<file path="src/brsc_pkg.sv">
// Shared constants, deque entry layout and controller/datapath handshake types
// for the bounded-range subarray counter. No dependencies.
package brsc_pkg;

  localparam int MAX_LEN     = 1024;
  localparam int SAMPLE_BITS = 16;
  localparam int RANGE_W     = 16;
  localparam int IDX_W       = $clog2(MAX_LEN);
  localparam int POS_W       = $clog2(MAX_LEN + 1);
  localparam int HERE_W      = 11;
  localparam int TOTAL_W     = 20;
  localparam int DIFF_W      = ((SAMPLE_BITS > RANGE_W) ? SAMPLE_BITS : RANGE_W) + 2;

  typedef struct packed {
    logic signed [SAMPLE_BITS-1:0] val;
    logic [IDX_W-1:0]              pos;
  } entry_t;

  localparam int ENTRY_W = $bits(entry_t);

  typedef struct packed {
    logic capture;
    logic front_sel;
    logic min_pop_tail;
    logic min_push;
    logic max_pop_tail;
    logic max_push;
    logic step_edge;
    logic load_out;
  } cmd_t;

  typedef struct packed {
    logic ovf;
    logic min_empty;
    logic max_empty;
    logic min_pop;
    logic max_pop;
    logic too_wide;
    logic out_free;
  } status_t;

endpackage

</file>
<file path="src/brsc_ctrl.sv">
// Sequencer of the subarray counter: drives deque push, window shrink and
// result hand-off. Depends on brsc_pkg.
module brsc_ctrl (
  input  logic              clk,
  input  logic              rst,
  input  logic              in_valid,
  output logic              in_ready,
  input  brsc_pkg::status_t st,
  output brsc_pkg::cmd_t    cmd
);

  typedef enum logic [2:0] {
    IDLE,
    PUSH_RD,
    PUSH_CMP,
    FRONT_RD,
    FRONT_CHK,
    FINISH
  } state_t;

  state_t state, state_next;
  logic   min_done, min_done_next;
  logic   max_done, max_done_next;

  assign in_ready = (state == IDLE);

  always_comb begin
    cmd           = '0;
    state_next    = state;
    min_done_next = min_done;
    max_done_next = max_done;
    case (state)
      IDLE: begin
        if (in_valid) begin
          cmd.capture   = 1'b1;
          min_done_next = 1'b0;
          max_done_next = 1'b0;
          state_next    = PUSH_RD;
        end
      end
      PUSH_RD: begin
        // an ignored sample goes straight to the result
        state_next = st.ovf ? FINISH : PUSH_CMP;
      end
      PUSH_CMP: begin
        if (!min_done) begin
          if (!st.min_empty && st.min_pop) begin
            cmd.min_pop_tail = 1'b1;
          end else begin
            cmd.min_push  = 1'b1;
            min_done_next = 1'b1;
          end
        end
        if (!max_done) begin
          if (!st.max_empty && st.max_pop) begin
            cmd.max_pop_tail = 1'b1;
          end else begin
            cmd.max_push  = 1'b1;
            max_done_next = 1'b1;
          end
        end
        state_next = (min_done_next && max_done_next) ? FRONT_RD : PUSH_RD;
      end
      FRONT_RD: begin
        cmd.front_sel = 1'b1;
        state_next    = FRONT_CHK;
      end
      FRONT_CHK: begin
        if (st.too_wide) begin
          cmd.step_edge = 1'b1;
          state_next    = FRONT_RD;
        end else begin
          state_next = FINISH;
        end
      end
      FINISH: begin
        if (st.out_free) begin
          cmd.load_out = 1'b1;
          state_next   = IDLE;
        end
      end
      default: begin
        state_next = IDLE;
      end
    endcase
  end

  always_ff @(posedge clk) begin
    if (rst) begin
      state    <= IDLE;
      min_done <= 1'b0;
      max_done <= 1'b0;
    end else begin
      state    <= state_next;
      min_done <= min_done_next;
      max_done <= max_done_next;
    end
  end

  property p_load_only_in_finish;
    @(posedge clk) disable iff (rst) cmd.load_out |-> $past(state_next) == FINISH;
  endproperty
  a_load_only_in_finish: assert property (p_load_only_in_finish)
    else $error("result loaded outside the finish step");

  property p_push_once;
    @(posedge clk) disable iff (rst) (state == PUSH_CMP && min_done) |-> !cmd.min_push;
  endproperty
  a_push_once: assert property (p_push_once)
    else $error("second push into the min deque for one sample");

  property p_capture_idle;
    @(posedge clk) disable iff (rst) cmd.capture |=> state == PUSH_RD && !min_done && !max_done;
  endproperty
  a_capture_idle: assert property (p_capture_idle)
    else $error("sample capture did not start the push phase");

endmodule

</file>
<file path="config.mk">
export PLATFORM = sky130hd
export DESIGN_NAME = brsc_ctrl
export DESIGN_NICKNAME = d
export VERILOG_FILES = /design/src/brsc_pkg.sv /design/src/brsc_ctrl.sv
export SDC_FILE = /design/constraint.sdc
export NUM_CORES = 1
export LEC_CHECK = 0
export BUFFER_PORTS_ARGS = -buffer_cell sky130_fd_sc_hd__buf_4
export CAP_MARGIN = 20
export CORE_AREA = 8 8 45 47
export CTS_CLUSTER_SIZE = 40
export DETAILED_ROUTE_END_ITERATION = 8
export DIE_AREA = 0 0 53 55
export GPL_ROUTABILITY_DRIVEN = 0
export PLACE_DENSITY = 0.65
export SYNTH_ARGS = -nofsm -noshare
export SYNTH_HDL_FRONTEND = slang
export SYNTH_SLANG_ARGS = --single-unit
</file>
<file path="constraint.sdc">
create_clock -name clk -period 1 [get_ports clk]
set_input_delay 0 -clock clk [delete_from_list [all_inputs] [get_ports clk]]
set_output_delay 0 -clock clk [all_outputs]
set_load 0.01 [all_outputs]
</file>
==> reports/metrics.yaml <==
run_status:
  status: "complete, but fails checks"
  violations_in_the_final_reports: "setup timing"
timing:
  layout_worst_path_cycle_share: 1.28
  worst_margin_pin_slew_ps: 247
  timing.final.hold_violations: 0
  skew_ps: 6.93
  finalSetupViolations: 14
  slew_viol_final: 0
  clock.fmax_mhz: 780
  maxSlewHeadroom: 0.835
  post-route-worst-setup-slack_ps: -282
  grt_setup_unrepaired: "yes"
  holdWs_ps: 148
  layout_min_cycle_time_ps: 1280
placed_design:
  place_area_um2: 589
  port_buffers: 18
  detailed_place_hpwl_um: 874
  dp_worst_setup_slack_ps: -147
synthesis:
  synth_cell_type_count: 24
  most_frequently_used_flop_master_after_synthesis: "dfxtp_1"
  synth_largest_type_area_fraction: 0.259
  cell_type_with_the_highest_aggregate_area_in_the_netlist: "dfxtp_1"
  yosys_warnings: 0
  synth.avg_cell_area_um2: 8.59
  synth_sequential_area_ratio: 0.259
  area_of_the_mapped_netlist_um2: 387
  top_area_cells_in_the_synthesized_netlist: "dfxtp_1, buf_6, a21oi_1"
  synth-seq-cells: 5
  mappedNetlistNets: 55
  netlist_instances: 45
  synth-edff-count: 0
  synth-async-reset-ratio: 0
worst_setup_path:
  critical-path-slowest-cell: "or3b_4"
  setup.worst_path.end_class: "output port"
  worstPathArrival_ps: 1280
  worstSetupPathType: "flop to output port"
  timing.reg2reg.worst_path_depth: 5
  cp_data_required_time_ps: 1000
  critical-path-max-stage-delay_ps: 420
  cp_cell_instances: "or3b_4 > nor3_4 > buf_4"
  cp-start-kind: "flop"
  crit_path_max_fanout: 6
detailed_routing:
  drt_pass1_iterations: 2
  drt_iter0_markers: 8
  routed_wirelength_um: 1360
  route.vias.total: 479
  drt-vias-per-instance: 4.79
  antenna_violation_net_count_after_detailed_routing: 0
  drc_violations: 0
  detail_route.wl_per_cell_um: 13.6
clock_network:
  cts_buffers: 3
  tritoncts: "done"
  clock_tree.htree_level_count: 1
  clock_sinks: 5
  clk-insertion-delay-late_ps: 250
  cts.reportedPaths.clkPinSlew_ps: 50
  clock-root-buffer: "clkbuf_4"
  cts_buffer_depth: 2
global_routing:
  grt_antenna_before_repair: 0
  grt_usage: 0.0924
  globalRouteOverflowTotal: 0
  via_count_of_the_first_global_routing_pass: 483
  grt_pass1_wl_um: 2080
  grt_start_max_net_pins: 8
final_layout:
  drive_gt1_frac: 0.726
  antenna-diode-count: 0
  finish.net_count: 95
  number_of_fillers_in_the_final_layout: 134
  areaGrowthSynthToFinish_pct: 106
  post-route-cell-area_um2: 796
power:
  vdd_ir_drop_max_uv: 737
  total_leakage_power_nw: 0.358
  power-per-cell-area_mw_per_mm2: 1170
worst_hold_path:
  holdCritPathClass: "input pin to flop"
  whs_path_depth: 4
die:
  die_h_um: 55
  core-area_mm2: 0.00138
  num_rows: 14
  die_area_mm2: 0.00292
  fp.dieW_um: 53
  top_level_ports: 19
  starting_density: 0.279
run:
  cap_viol_max_count: 0
## what timing repair did
action                     CTS  global route
hold endpoints to repair     4             0
setup buffers                7             3
setup endpoints to repair   14            14
hold buffers                 1             0
gates resized for setup     20            10
pin swaps                    7             9
## metrics by stage
step                      power, mW  TNS (ps)   util  cells
after floorplan               0.409      -100      -     45
after global placement        0.533      -783  0.426     85
after detailed placement      0.538     -1010  0.426     85
after CTS                     0.871     -2080  0.531     97
after global routing          0.987     -3100  0.575    100
final                         0.932     -2490  0.575    100
## cells by family (layout without fill, tap and decap cells)
kind of cell | after synthesis | count (layout) | share of synthesized area
buffers and inverters | 3 | 42 | 0.0874
DFF | 5 | 5 | 0.259
AOI/OAI and AO/OA | 11 | 11 | 0.194
and+or+nand+nor | 25 | 25 | 0.434
muxes | 1 | 1 | 0.0259
## final cells by class
type | instances | area, um^2 | area share
clock buffers | 4 | 26.3 | 0.0330
multi-input cells | 37 | 315 | 0.396
flip-flops and latches | 5 | 111 | 0.140
well taps | 16 | 20.0 | 0.0252
repair buffers | 38 | 323 | 0.406
## layout by cell type (no fill, tap or decap), types with 2 or more instances in the layout
cell type and n:
a21oi_1 2, clkbuf_4 3, nand2b_1 2, nand2_1 2, buf_6 10, nor3_2 4, dfxtp_1 2, buf_4 26
nor2_1 4, dfxtp_4 3, nor3_4 2, a21oi_2 2
## power by group
group	internal, mW	leakage, nW	switching, mW	total [mW]
registers	0.219	0.0429	0.0302	0.249
logic	0.269	0.300	0.169	0.438
clock network	0.152	0.0150	0.0926	0.244
total	0.639	0.358	0.292	0.932
## worst paths after layout
check                                      startpoint                     to  slack (ps)
worst max-delay path            state[0]$_SDFFE_PP0P_                 cmd[3]        -280
worst min-delay path                            st[0]  state[0]$_SDFFE_PP0P_         150
worst max register to register  state[0]$_SDFFE_PP0P_  state[0]$_SDFFE_PP0P_        -180
worst min register to register  min_done$_SDFFE_PP0P_  state[1]$_SDFFE_PP0P_         570
## sequential cells by signal, indices dropped and copies added, names as in the netlist
| name | count |
|---|---|
| max_done | 1 |
| state | 3 |
| min_done | 1 |
## layer usage
metal / vias to the layer above / routed length [um] / GRT usage
met1: 226 / 513 / 0.0989
li1: 238 / - / -
met5: - / 0 / 0
met2: 13 / 719 / 0.164
met3: 2 / 103 / 0.0294
met4: 0 / 19 / 0.0388
## critical path, delay by kind of cell, from the launching register on
| kind | cells | cell delay, ps |
|---|---|---|
| flops | 1 | 360 |
| simple gates | 2 | 530 |
| buf+inv | 1 | 140 |
## cell usage after synthesis (2+ instances only)
library cell  number
nor2_1             4
nor3_1             4
a21oi_1            4
buf_6              3
nand2b_1           2
nor3_2             2
o21ai_0            3
nand2_1            3
dfxtp_1            5
Note: power is estimated with default switching activity, not from simulation.
